### config.mk
export PLATFORM = sky130hd
export DESIGN_NAME = owcs_front
export DESIGN_NICKNAME = d
export VERILOG_FILES = /design/src/sv/owcs_pkg.sv /design/src/sv/owcs_front.sv
export SDC_FILE = /design/constraint.sdc
export NUM_CORES = 1
export LEC_CHECK = 0
export BUFFER_PORTS_ARGS = -buffer_cell sky130_fd_sc_hd__clkbuf_2
export CAP_MARGIN = 5
export CORE_MARGIN = 5
export CORE_UTILIZATION = 45
export DETAILED_ROUTE_END_ITERATION = 6
export PLACE_DENSITY = 0.79
export SKIP_LAST_GASP = 1
export SLEW_MARGIN = 15
export SYNTH_ARGS = -nofsm -noshare
export SYNTH_HDL_FRONTEND = slang
export SYNTH_SLANG_ARGS = --single-unit
### constraint.sdc
create_clock -name clock -period 8.2 [get_ports clock]
set_input_delay 1.64 -clock clock [delete_from_list [all_inputs] [get_ports clock]]
set_output_delay 1.64 -clock clock [all_outputs]
set_load 0.01 [all_outputs]
### src/sv/owcs_pkg.sv
// Shared types, widths and helpers for the overlay window clip unit.
// No dependencies.
`default_nettype none
package owcs_pkg;

   localparam int SIZE_W = 15;            // unsigned size and source corner fields
   localparam int POS_W  = 16;            // signed positions and result fields
   localparam int PROD_W = 2 * SIZE_W;    // size * margin product
   localparam int WORK_W = 18;            // signed working width of the final sums
   localparam int QUOT_W = SIZE_W;        // share never exceeds the source size
   localparam int DIV_LAT = QUOT_W + 1;   // multiply stage plus one stage per quotient bit

   localparam logic [SIZE_W-1:0] SCREEN_W_RESET = 15'd1920;
   localparam logic [SIZE_W-1:0] SCREEN_H_RESET = 15'd1080;

   // left share is forced even
   localparam logic [QUOT_W-1:0] EVEN_MASK = ~(QUOT_W'(1));

   typedef enum logic {
      REG_SCREEN_WIDTH  = 1'b0,
      REG_SCREEN_HEIGHT = 1'b1
   } reg_index_type;

   // word carried down the pipeline alongside the share dividers
   typedef struct packed {
      logic              vis;
      logic [SIZE_W-1:0] sx;
      logic [SIZE_W-1:0] sy;
      logic [SIZE_W-1:0] sw;
      logic [SIZE_W-1:0] sh;
      logic [POS_W-1:0]  dx;
      logic [POS_W-1:0]  dy;
      logic [SIZE_W-1:0] dw;
      logic [SIZE_W-1:0] dh;
      logic [POS_W-1:0]  dxf;
      logic [POS_W-1:0]  dyf;
      logic [SIZE_W-1:0] dwf;
      logic [SIZE_W-1:0] dhf;
      logic [SIZE_W-1:0] ml;
      logic [SIZE_W-1:0] mt;
      logic [SIZE_W-1:0] mr;
      logic [SIZE_W-1:0] mb;
   } front_type;

   // wrap to cb bits two's complement, then present as a 16 bit field
   function automatic logic [POS_W-1:0] coord_wrap(input logic [WORK_W-1:0] v,
                                                   input int unsigned cb);
      logic [31:0]      e;
      logic [POS_W-1:0] r;
      e = 32'(signed'(v));
      for (int i = 0; i < POS_W; i++) begin
         r[i] = (i < cb) ? e[i] : e[cb-1];
      end
      return r;
   endfunction

endpackage
`default_nettype wire

### src/sv/owcs_front.sv
// Front stage: off screen test, clipped destination and the four margins.
// Uses owcs_pkg.
`default_nettype none
module owcs_front import owcs_pkg::*; (
   input  wire logic              clock,
   input  wire logic              enable,
   input  wire logic [SIZE_W-1:0] source_x,
   input  wire logic [SIZE_W-1:0] source_y,
   input  wire logic [SIZE_W-1:0] source_width,
   input  wire logic [SIZE_W-1:0] source_height,
   input  wire logic [POS_W-1:0]  dest_x,
   input  wire logic [POS_W-1:0]  dest_y,
   input  wire logic [SIZE_W-1:0] dest_width,
   input  wire logic [SIZE_W-1:0] dest_height,
   input  wire logic [SIZE_W-1:0] screen_w,
   input  wire logic [SIZE_W-1:0] screen_h,
   output front_type              front_ff
);

   front_type front_in;

   always_comb begin
      logic signed [WORK_W-1:0] dxs, dys, dws, dhs, vws, vhs;
      logic signed [WORK_W-1:0] dw1, dh1, dx1, dy1, ex, ey, mrs, mbs;
      logic                     invis, cl, ct;
      dxs = WORK_W'(signed'(dest_x));
      dys = WORK_W'(signed'(dest_y));
      dws = WORK_W'(dest_width);
      dhs = WORK_W'(dest_height);
      vws = WORK_W'(screen_w);
      vhs = WORK_W'(screen_h);
      invis = (dxs < -dws) || (dys < -dhs) || (dxs > vws) || (dys > vhs);
      cl  = dxs < 0;
      ct  = dys < 0;
      dw1 = cl ? dws + dxs : dws;
      dh1 = ct ? dhs + dys : dhs;
      dx1 = cl ? '0 : dxs;
      dy1 = ct ? '0 : dys;
      ex  = dx1 + dw1 - vws;
      ey  = dy1 + dh1 - vhs;
      mrs = (ex > 0) ? ex : '0;
      mbs = (ey > 0) ? ey : '0;

      front_in.vis = !invis;
      front_in.sx  = source_x;
      front_in.sy  = source_y;
      front_in.sw  = source_width;
      front_in.sh  = source_height;
      front_in.dx  = dest_x;
      front_in.dy  = dest_y;
      front_in.dw  = dest_width;
      front_in.dh  = dest_height;
      front_in.dxf = POS_W'(dx1);
      front_in.dyf = POS_W'(dy1);
      front_in.dwf = SIZE_W'(dw1 - mrs);
      front_in.dhf = SIZE_W'(dh1 - mbs);
      // zero margin gives a zero share
      front_in.ml  = (!invis && cl) ? SIZE_W'(-dxs) : '0;
      front_in.mt  = (!invis && ct) ? SIZE_W'(-dys) : '0;
      front_in.mr  = invis ? '0 : SIZE_W'(mrs);
      front_in.mb  = invis ? '0 : SIZE_W'(mbs);
   end

   always_ff @(posedge clock) begin
      if (enable) begin
         front_ff <= front_in;
      end
   end

endmodule
`default_nettype wire

* Word-level counts from Yosys, hierarchy flattened
Index checks and enable logic that the tools add are counted.
** Storage, ports and cells
- Bits of input ports :: 154
- Word-level logic and storage cells :: 49
- Register bits after elaboration :: 245
- Output and inout bits :: 245
** Cells by class
- Order comparisons :: 8
- Add/subtract/negate cells :: 12
- Reduce and logical (&&, ||, !) cells :: 6
- Multiplexer cells :: 6
** Operator list (count)
- 2-to-1 mux 18 bit :: 4
- adder 18 bit :: 2
- greater-than comparator 18 x 1 -> 1 bit, second input constant :: 2
- < comparator 16 x 18 -> 1 bit :: 2
- negation 15 -> 18 bit :: 2
- subtractor 18 x 16 -> 18 bit :: 2
- adder 16 x 16 -> 17 bit :: 2
- greater-than comparator 16 bit :: 2
- < comparator 16 x 1 -> 1 bit, second input constant :: 2
- 2-to-1 mux 15 bit :: 2
- negation 15 bit :: 2
- subtractor 15 bit :: 2
- logical OR 1 bit :: 3
- logical AND 1 bit :: 2
- zero test 1 bit :: 1

* Logic depth before layout (Yosys ltp)
- Depth in word-level cells :: 7
- Depth in mapped cells :: 32

* Least setup slack after synthesis
Ideal clock, no wire load.
- Path kind :: input -> register
- From :: input dest_y[0]
- To :: register front_ff[74] (netlist bit) (data pin)
- Stages on the path :: 31
- Path buffers :: 2
- Arrival time :: 7.469 ns
- Path slack :: 0.462 ns
- Path through :: ha_1 fa_1 a21o_1 a21oi_1 o31ai_2 o311ai_2 or2b_1 a21oi_1 xnor2_1 mux2i_1 fa_1 inv_1 ha_1 and4_1 nor2_1 nand2_1 o21ai_0 o31ai_1 clkbuf_1 clkbuf_1 and2_1 ha_1 fa_1 nor2b_1 o31a_1 o211ai_1 nand2_1 a211oi_1 nor3_1 a31oi_1 xor3_1
** RTL lines
- from (decl) :: line owcs_front.sv:12 : input wire logic [POS_W-1:0] dest_y,
- to (signal assigned) :: line owcs_front.sv:66 : front_ff <= front_in;
- to (decl) :: line owcs_front.sv:17 : output front_type front_ff

==> flow_summary.yaml <==
layout:
  regMostFlops: "front_ff"
  final_area_um2: 19300
  biggestRegsByFlops: "front_ff x243"
  final_common_cell: "clkbuf_2"
  layout_common_cells: "clkbuf_2 (395), edfxtp_1 (243), inv_1 (164), ha_1 (164), nor2_1 (97)"
  fin_util_pct: 56.1
  largest_reg_flops: 243
  area_growth_pct: 23.5
  drive_gt1_share_pct: 27.0
  finalNetCount: 2196
  fillers: 2926
worst_setup_path:
  start_kind: "primary input"
  end_kind: "flop"
  critPathSlowestCell: "fa_1"
  arrival_ns: 8.21
  worstPathRequired_ns: 8.55
  crit_type: "in -> reg"
  cp_max_fo: 17
  worst_path_largest_cell_delay_ns: 0.50
clock_network:
  clock_sinks: 243
  clk_pin_slew_worst_paths_ns: 0.07
  cts.hold.buffers_added: 0
  htreeDepth: 1
  cts_resized: 0
  cts_setup_buffers: 0
  numCtsBuffers: 26
  root_buffer: "clkbuf_16"
  cts_buffer_depth: 3
  cts_tree: "yes"
logic_synthesis:
  ys_warn_count: 0
  ys_ff_latch: 243
  synthArstFlopShare_pct: 0
  yosysUniqueCellTypes: 72
  synthCells: 1404
  synth_top_flop_cell: "edfxtp_1"
  synth_edf_count: 243
  synth_area_um2: 15700
  syn_area_per_cell_um2: 11.2
  ys_seq_area_share_pct: 46.6
grt:
  grt_pass1_wl_mm: 69.9
  grt_max_degree: 138
  overflow: 0
  antenna_found_initial: 2
  grt_pass1_vias: 12800
  grt_usage_pct: 22.8
floorplanning:
  die_w_um: 197
  io-pin-count: 399
  start_util_pct: 45.4
  die-area_um2: 38600
  row_count: 68
  core_um2: 34500
  die_h_um: 197
detailed_routing:
  wl_per_cell_um: 19.7
  num_vias: 12600
  drtPass1Iterations: 5
  route.detailed.drc: 0
  ant_nets: 0
  routed_wl_mm: 45.6
  drtIter0Drc: 675
  viasPerCell: 5.41
placed_design:
  port_buffers: 396
  placed_cell_area_um2: 18400
  dp_hpwl_mm: 36.7
  gp_congestion: 0.921
timing:
  fmax_mhz: 127
  tns_ns: 0
  hold_viol: 0
  rsz0062_at_grt: "false"
  worst_pin_slew_ns: 1.04
  finalCriticalPeriod_ns: 7.86
  maxSlewViolCount: 0
  fin_crit_sh_pct: 95.9
  relSlewSlack_pct: 29.7
  setup_viol: 0
worst_hold_path:
  hold_class: "in -> reg"
flow_run:
  max-cap-violations: 0
status:
  status: "complete, no violations"
pwr:
  p_per_area_nw_per_um2: 241
  p_leak_nw: 9.09
  peakVddDrop_mv: 0.205
## per-layer routing
metal | vias up | global-route usage, % | wire length (um) | share of wire, %
met3 | 82 | 4.43 | 3960 | 8.7
met1 | 6011 | 27.5 | 17300 | 38
met2 | 508 | 40.8 | 22700 | 50
met5 | - | 0 | 7 | 0.015
met4 | 2 | 7.91 | 1560 | 3.4
li1 | 5952 | - | - | -
## cells by family (layout without fill, tap and decap cells)
logic type	count (synthesis)	after routing	share of synthesized area, %
multiplexers	29	29	1.92
other	1	3	0.0240
adder cells (fa/ha/maj)	198	198	17.5
AND/OR/NAND/NOR	381	381	11.9
buffers and inverters	189	648	4.71
XOR/XNOR	109	109	6.19
flip-flops	243	243	46.6
AO/OA/AOI/OAI	254	254	11.2
## critical path: cells and delay by family
kind                       cells  cell delay (ns)
buffers and inverters          4             0.47
and+or+nand+nor                4             0.70
muxes                          1             0.12
xor gates and xnor gates       1             0.15
AOI/OAI and AO/OA             15             3.38
adders and majority gates      5             1.73
## path summary, 6_finish.rpt
check / end / depth (start not counted) / startpoint / slack (ns)
hold / removal: front_ff[226] / 1 / source_y[12] / 1.27
setup / recovery: front_ff[73] / 30 / dest_y[0] / 0.34
## layout make-up
class / count / area (um^2) / area share, %
antenna: 1 / 2.50 / 0.0129
timing repair buffer: 436 / 2320 / 12.0
clock buffer: 30 / 666 / 3.44
inverter: 164 / 616 / 3.18
multi-input combinational: 973 / 7630 / 39.5
sequential: 243 / 7300 / 37.8
tap: 455 / 569 / 2.95
clock inverter: 18 / 231 / 1.20
## stage by stage
step	setup slack (ns)	total power [mW]	cells	hold slack [ns]
6_report	0.340	4.67	2320	1.27
5_1_grt	0.0134	4.96	2319	1.23
4_1_cts	0.505	4.70	2319	1.23
3_5_place_dp	-0.0333	3.43	2271	1.82
3_3_place_gp	0.172	3.39	2271	1.82
2_1_floorplan	0.462	2.82	1405	1.74
## Yosys cell counts (18+ instances only)
master	number	area (um^2)
ha_1	164	2050
nor2b_1	18	113
a21oi_1	66	330
nand3_1	19	95.1
nand2_1	94	353
inv_1	164	616
nand2b_1	18	113
edfxtp_1	243	7300
mux2i_1	21	210
o21a_1	19	143
a21o_1	32	240
o21ai_0	40	200
xor2_1	46	403
fa_1	34	681
and3_1	32	200
nor2_1	97	364
xnor2_1	62	543
nor3_1	33	165
## where the power goes
| part | internal [mW] | switching (mW) | leakage [nW] |
|---|---|---|---|
| sequential | 1.59 | 0.0514 | 2.36 |
| combinational | 0.759 | 1.04 | 6.31 |
| clock | 0.741 | 0.492 | 0.429 |
| total | 3.09 | 1.58 | 9.09 |
No activity file was read; power rests on OpenSTA's default activity.
