### src/sv/owcs_pkg.sv
// Shared types, widths and helpers for the overlay window clip unit.
// No dependencies.
`default_nettype none
package owcs_pkg;

   localparam int SIZE_W = 15;            // unsigned size and source corner fields
   localparam int POS_W  = 16;            // signed positions and result fields
   localparam int PROD_W = 2 * SIZE_W;    // size * margin product
   localparam int WORK_W = 18;            // signed working width of the final sums
   localparam int QUOT_W = SIZE_W;        // share never exceeds the source size
   localparam int DIV_LAT = QUOT_W + 1;   // multiply stage plus one stage per quotient bit

   localparam logic [SIZE_W-1:0] SCREEN_W_RESET = 15'd1920;
   localparam logic [SIZE_W-1:0] SCREEN_H_RESET = 15'd1080;

   // left share is forced even
   localparam logic [QUOT_W-1:0] EVEN_MASK = ~(QUOT_W'(1));

   typedef enum logic {
      REG_SCREEN_WIDTH  = 1'b0,
      REG_SCREEN_HEIGHT = 1'b1
   } reg_index_type;

   // word carried down the pipeline alongside the share dividers
   typedef struct packed {
      logic              vis;
      logic [SIZE_W-1:0] sx;
      logic [SIZE_W-1:0] sy;
      logic [SIZE_W-1:0] sw;
      logic [SIZE_W-1:0] sh;
      logic [POS_W-1:0]  dx;
      logic [POS_W-1:0]  dy;
      logic [SIZE_W-1:0] dw;
      logic [SIZE_W-1:0] dh;
      logic [POS_W-1:0]  dxf;
      logic [POS_W-1:0]  dyf;
      logic [SIZE_W-1:0] dwf;
      logic [SIZE_W-1:0] dhf;
      logic [SIZE_W-1:0] ml;
      logic [SIZE_W-1:0] mt;
      logic [SIZE_W-1:0] mr;
      logic [SIZE_W-1:0] mb;
   } front_type;

   // wrap to cb bits two's complement, then present as a 16 bit field
   function automatic logic [POS_W-1:0] coord_wrap(input logic [WORK_W-1:0] v,
                                                   input int unsigned cb);
      logic [31:0]      e;
      logic [POS_W-1:0] r;
      e = 32'(signed'(v));
      for (int i = 0; i < POS_W; i++) begin
         r[i] = (i < cb) ? e[i] : e[cb-1];
      end
      return r;
   endfunction

endpackage
`default_nettype wire

### src/sv/owcs_scale.sv
// Pipelined share unit: trunc(size * margin / whole), one multiply stage then
// one restoring divide stage per quotient bit. Uses owcs_pkg.
`default_nettype none
module owcs_scale import owcs_pkg::*; (
   input  wire logic              clock,
   input  wire logic              enable,
   input  wire logic [SIZE_W-1:0] size,
   input  wire logic [SIZE_W-1:0] margin,
   input  wire logic [SIZE_W-1:0] whole,
   output logic      [QUOT_W-1:0] quot
);

   logic [PROD_W-1:0] rem_ff [0:QUOT_W-1];
   logic [PROD_W-1:0] rem_in [1:QUOT_W-1];
   logic [SIZE_W-1:0] den_ff [0:QUOT_W-1];
   logic [QUOT_W-1:0] q_ff   [0:QUOT_W];
   logic [QUOT_W-1:0] q_in   [1:QUOT_W];

   always_comb begin
      logic [PROD_W-1:0] shd;
      logic              ge;
      for (int j = 1; j < QUOT_W; j++) begin
         shd = PROD_W'(den_ff[j-1]) << (QUOT_W - j);
         ge  = rem_ff[j-1] >= shd;
         rem_in[j] = ge ? rem_ff[j-1] - shd : rem_ff[j-1];
         q_in[j]   = {q_ff[j-1][QUOT_W-2:0], ge};
      end
      // last bit: only the quotient is kept
      shd = PROD_W'(den_ff[QUOT_W-1]);
      ge  = rem_ff[QUOT_W-1] >= shd;
      q_in[QUOT_W] = {q_ff[QUOT_W-1][QUOT_W-2:0], ge};
   end

   always_ff @(posedge clock) begin
      if (enable) begin
         rem_ff[0] <= PROD_W'(size) * PROD_W'(margin);
         den_ff[0] <= (whole == '0) ? SIZE_W'(1) : whole;   // guard, margin is 0 there
         q_ff[0]   <= '0;
         for (int j = 1; j <= QUOT_W; j++) begin
            q_ff[j] <= q_in[j];
            if (j < QUOT_W) begin
               rem_ff[j] <= rem_in[j];
               den_ff[j] <= den_ff[j-1];
            end
         end
      end
   end

   assign quot = q_ff[QUOT_W];

endmodule
`default_nettype wire

### config.mk
export PLATFORM = sky130hd
export DESIGN_NAME = owcs_scale
export DESIGN_NICKNAME = d
export VERILOG_FILES = /design/src/sv/owcs_pkg.sv /design/src/sv/owcs_scale.sv
export SDC_FILE = /design/constraint.sdc
export NUM_CORES = 2
export LEC_CHECK = 0
export BUFFER_PORTS_ARGS = -buffer_cell sky130_fd_sc_hd__buf_4
export CORE_UTILIZATION = 41
export CTS_CLUSTER_SIZE = 24
export DETAILED_ROUTE_END_ITERATION = 7
export PLACE_DENSITY = 0.58
export SLEW_MARGIN = 5
export SYNTH_ARGS = -nofsm -noshare
export SYNTH_HDL_FRONTEND = slang
export SYNTH_SLANG_ARGS = --single-unit
### constraint.sdc
create_clock -name clock -period 7.2 [get_ports clock]
set_input_delay 1.08 -clock clock [delete_from_list [all_inputs] [get_ports clock]]
set_output_delay 1.08 -clock clock [all_outputs]
set_load 0.05 [all_outputs]
Word-level counts from Yosys, hierarchy flattened
Memory sizes are Yosys's and may differ from the RTL's.
Index checks and enable logic that the tools add are counted.
{"block": "totals", "regBits": 0, "latchBits": 0, "mem_bits_rw": 915, "rom_bits": 0, "out_inout_bits": 15, "wordCells": 51, "mem_count": 3}
{"block": "op_classes", "addsub": 14, "n_mul": 1, "div_mod_pow": 0, "order_cmp": 15, "n_eq_ne": 0, "shift": 0, "muxes": 17, "n_bitwise": 0, "n_reduce_logical": 1}
{"name": "rem_ff", "words": 15, "word_bits": 30, "read_ports": 15, "rd_clocked_by_memory_dff": 0, "wr": 15, "line": "owcs_scale.sv:13", "source": "logic [PROD_W-1:0] rem_ff [0:QUOT_W-1];"}
{"name": "q_ff", "words": 16, "word_bits": 15, "read_ports": 16, "rd_clocked_by_memory_dff": 0, "wr": 16, "line": "owcs_scale.sv:16", "source": "logic [QUOT_W-1:0] q_ff [0:QUOT_W];"}
{"name": "den_ff", "words": 15, "word_bits": 15, "read_ports": 15, "rd_clocked_by_memory_dff": 0, "wr": 15, "line": "owcs_scale.sv:15", "source": "logic [SIZE_W-1:0] den_ff [0:QUOT_W-1];"}
{"operator": "30-bit two-way mux", "n": 14}
{"operator": "30-bit by 15-bit >= comparator with 1-bit output", "n": 1}
{"operator": "30-bit by 16-bit >= comparator with 1-bit output", "n": 1}
{"operator": "30-bit by 17-bit >= comparator with 1-bit output", "n": 1}
{"operator": "30-bit by 18-bit >= comparator with 1-bit output", "n": 1}
{"operator": "30-bit by 19-bit >= comparator with 1-bit output", "n": 1}
{"operator": "30-bit by 20-bit >= comparator with 1-bit output", "n": 1}
{"operator": "30-bit by 21-bit >= comparator with 1-bit output", "n": 1}
{"operator": "30-bit by 22-bit >= comparator with 1-bit output", "n": 1}
{"operator": "30-bit by 23-bit >= comparator with 1-bit output", "n": 1}
{"operator": "30-bit by 24-bit >= comparator with 1-bit output", "n": 1}
{"operator": "30-bit by 25-bit >= comparator with 1-bit output", "n": 1}
{"operator": "30-bit by 26-bit >= comparator with 1-bit output", "n": 1}
{"operator": "30-bit by 27-bit >= comparator with 1-bit output", "n": 1}
{"operator": "30-bit by 28-bit >= comparator with 1-bit output", "n": 1}
{"operator": "30-bit by 29-bit >= comparator with 1-bit output", "n": 1}
{"operator": "15-bit by 15-bit multiplier with 30-bit output", "n": 1}
{"operator": "30-bit by 16-bit subtractor with 30-bit output", "n": 1}
{"operator": "30-bit by 17-bit subtractor with 30-bit output", "n": 1}
{"operator": "30-bit by 18-bit subtractor with 30-bit output", "n": 1}
{"operator": "30-bit by 19-bit subtractor with 30-bit output", "n": 1}
{"operator": "30-bit by 20-bit subtractor with 30-bit output", "n": 1}
{"operator": "30-bit by 21-bit subtractor with 30-bit output", "n": 1}
{"operator": "30-bit by 22-bit subtractor with 30-bit output", "n": 1}
{"operator": "10 further kinds", "n": 11}

Longest topological paths before layout
An unclocked memory read counts as a cell.
{"block": "logic_depth", "word_depth": 3, "mapped_depth": 24, "ltp_nobuf": 23}

Least setup slack after synthesis
OpenSTA, ideal clock, no wires.
{"block": "synth_timing", "kind": "input-to-reg", "start": "input port size[6]", "end": "memory rem_ff[0][29] (netlist bit), data pin", "setup_ns": 0.260, "arrival_time_ns": 6.429, "path_slack_ns": 0.511, "cell_stages": 24, "cell_sequence": "clkbuf_1 -> and2_1 -> fa_1 -> inv_1 -> fa_1 -> inv_1 -> fa_1 -> inv_1 -> fa_1 -> inv_1 -> fa_1 -> inv_1 -> fa_1 -> inv_1 -> ha_1 -> a21o_1 -> a211o_1 -> a31oi_1 -> a21o_1 -> a21oi_1 -> a41oi_1 -> a21oi_1 -> nor2_1 -> xnor2_1"}
{"element": "start: declaration", "line": "owcs_scale.sv:7", "source": "input wire logic [SIZE_W-1:0] size,"}
{"element": "end: declaration", "line": "owcs_scale.sv:13"}

==> impl_results.md <==
* Placer Congestion at 0.862
* Final Hold Viols at 0
* Largest net degree at the start of global routing at 184
* Post-cts resize count at 0
* Hold path depth at 0
* Tmin final at 6360 ps
* Syn_nets at 4,617
* Dpl cells at 5,535
* Routed wire length at 97,900 um
* Clk root buf: clkbuf_16
* Power Density at 422 mW/mm2
* DIE WIDTH at 341 um
* Critical Path Source Type: primary input
* Hold path start: q_ff[1][87]$_DFFE_PP_
* Port bufs at 61
* Synth warn at 0
* Critical Path RT at 7610 ps
* Yosys reg bits at 795
* CTS H-Tree Depth at 3
* XOR/XNOR Fraction of Synth Area at 0.0525
* Post-synthesis compound-gate area fraction at 0.0986
* Residual DRC at 0
* Cell Area, Synth at 0.0471 mm2
* Worst reg2reg setup slack at 2990 ps
* Core box area at 0.113 mm2
* I/O pin cnt at 62
* Total CTS buffers at 90
* ANT cells at 0
* Post-Synth Adder-Cell Area at 0.162
* DR iter-0 viols at 1,760
* HP Class: reg -> reg
* First-pass GRT wire length at 157,000 um
* Hold_buf cts at 0
* CTS max path bufs at 3
* WP data arrival at 6760 ps
* Top FF cell, synth: edfxtp_1
* FMAX at 157 MHz
* Clock transition at path regs at 60 ps
* Nets@finish at 4,674
* VDD IR-drop max at 0.538 mV
* Max-slew violation count at 0
* Initial antenna violation count at 0
* Number of global-route vias before repair at 29,319
* Post-route design area at 0.0521 mm2
* Worst R2R Start: den_ff[1][10]$_DFFE_PP_
* Post-synth EDFFs at 795
* Max Clock Skew at 21.1 ps
* Dpl cell area at 0.0491 mm2
* Share of post-route cells with drive strength above 1 at 0.0667
* Post-DP HPWL at 73,400 um
* Combinational family with the most area after synthesis: adder cells
* Overall power after layout at 0.0220 W
* Reg2Reg Depth at 11
* Worst-Margin Slew at 1100 ps
* Gr ovfl total at 0
* Via count at 29,375
* Delay-heaviest family, CP: adder cells
* Syn_area_per_cell at 11.6 um2
* Crit path capture type: flop
* Post-DRT Antenna Nets at 0
* Post-CTS setup buffers at 0
* Worst path bufs/invs at 7
* Critical Path Start: margin[5]
* Non-Filler Instances at 5,697
* Leak at 21.0 nW
* Mux cell area share after synthesis at 0.0113
* Worst Hold Path EP: q_ff[1][103]$_DFFE_PP_
* Initial Util at 0.416
* CP max FO at 15
* Seq/Total Area, Yosys at 0.507
* Die Height at 341 um
* Vias per Instance at 5.16
* Max-slew headroom at 0.265
* FF-to-FF End: rem_ff[1][59]$_DFFE_PP_
* All-Layer GR Usage at 0.170
* RSZ-0062 raised after global routing: no
* Status: finished clean
* CP Class: in -> reg
* Max-cap violations at 0
* Fin crit share at 0.883
* Cells after synthesis at 4,070
* Clock Latency Late Sink at 660 ps
* Area Growth Syn to Fin at 10.6%
* Distinct cells, synth at 82
* Drt pass-1 iters at 7
* Critical-path cell list: buf_4 > and2_1 > fa_1 > inv_1 > fa_1 > inv_1 > fa_1 > inv_1 > fa_1 > inv_1 > fa_1 > inv_1 > fa_1 > inv_1 > ha_1 > a21o_1 > a211o_1 > a31oi_1 > a21o_1 > a21oi_1 > a41oi_1 > a21oi_1 > nor2_1 > xnor2_1
* Sink Count at 795
* Setup TNS at 0 ps
* Crit path largest cell delay at 530 ps
* # setup viols final at 0
* Routed length per instance at 17.2 um
* Critical path's slowest cell: fa_1
* Post-synth ARST share at 0
* Post-Synth Simple-Gate Area at 0.119
* Std-Cell Rows at 123
* CTS tree: yes
* Die area at 0.116 mm2
[through the flow]
step / util / hold slack (ps) / setup WS (ps)
global route: 0.460 / 417 / 582
global placement: 0.434 / 401 / 193
finish: 0.460 / 410 / 844
detailed placement: 0.434 / 405 / 191
floorplan: - / 400 / 511
CTS: 0.460 / 415 / 910
[cell usage in the layout (no fill, tap or decap), drive strengths merged, types with 24 or more instances in the layout]
cell type / instances
nor2: 218
a21oi: 242
nor4: 60
nor3: 60
o31ai: 24
nand3: 37
buf: 82
o21ai: 195
fa: 181
edfxtp: 795
a21o: 94
xnor2: 142
clkinv: 38
ha: 319
xor2: 140
clkbuf: 105
nand2b: 52
o21a: 34
nand4: 41
mux2: 34
and2: 146
inv: 496
nand2: 302
nor2b: 54
[synth_stat cells, drive strengths merged (15+ instances only)]
master | n | area (um2)
o21bai | 16 | 120
o31ai | 24 | 190
nor2 | 218 | 818
a211oi | 18 | 153
edfxtp | 795 | 23900
nand2 | 302 | 1140
nand4 | 41 | 257
nor3 | 60 | 300
inv | 490 | 1840
xnor2 | 142 | 1240
a21o | 94 | 706
nand3 | 37 | 185
xor2 | 140 | 1230
o21a | 34 | 255
and3 | 15 | 93.8
nand2b | 52 | 325
or4 | 20 | 150
nor2b | 54 | 338
nor4 | 60 | 394
a21oi | 242 | 1210
ha | 319 | 3990
mux2 | 34 | 383
clkbuf | 84 | 315
a31oi | 22 | 138
fa | 181 | 3620
o21ai | 195 | 976
and2 | 146 | 913
buf | 33 | 205
or3 | 22 | 138
mux2i | 15 | 150
[flip-flops by register name, indices dropped and copies added, names as in the netlist]
name / count
den_ff: 225
q_ff: 120
rem_ff: 450
[power by group]
group          switching (W)  internal (W)
Sequential          0.000730       0.00682
Combinational        0.00553       0.00434
Clock                0.00187       0.00268
Total                0.00813        0.0138
[area by class of cell]
type / instances / area (um2)
clock buffer: 105 / 2330
clock inverter: 57 / 601
fill: 10396 / 61000
inverter: 490 / 1840
multi-input combinational: 2668 / 20900
sequential: 795 / 23900
tap: 1500 / 1880
timing repair buffer: 82 / 673
[cell families (layout without fill, tap and decap cells)]
| group | count (synthesis) | after routing |
|---|---|---|
| AOI/OAI and AO/OA | 747 | 747 |
| xor gates and xnor gates | 282 | 282 |
| adders and majority gates | 500 | 500 |
| buffers and inverters | 607 | 734 |
| DFF | 795 | 795 |
| muxes | 49 | 49 |
| and+or+nand+nor | 1090 | 1090 |
[per-layer routing]
layer,vias to the layer above,global-route usage,wire length (um)
met3,140,0.0248,3490
met2,456,0.297,49000
met1,14265,0.217,42800
met4,0,0.0521,2550
met5,-,0,0
li1,14514,-,-
[worst max-delay path by stage]
stage,endpoint,slack (ps),cells after the start
2_1_floorplan,rem_ff[0][29]$_DFFE_PP_,510,24
3_3_place_gp,rem_ff[0][29]$_DFFE_PP_,190,24
3_5_place_dp,rem_ff[0][29]$_DFFE_PP_,190,24
4_1_cts,rem_ff[0][29]$_DFFE_PP_,910,24
5_1_grt,rem_ff[0][29]$_DFFE_PP_,580,24
6_report,rem_ff[0][29]$_DFFE_PP_,840,24
Note: power is estimated with default switching activity, not from simulation.
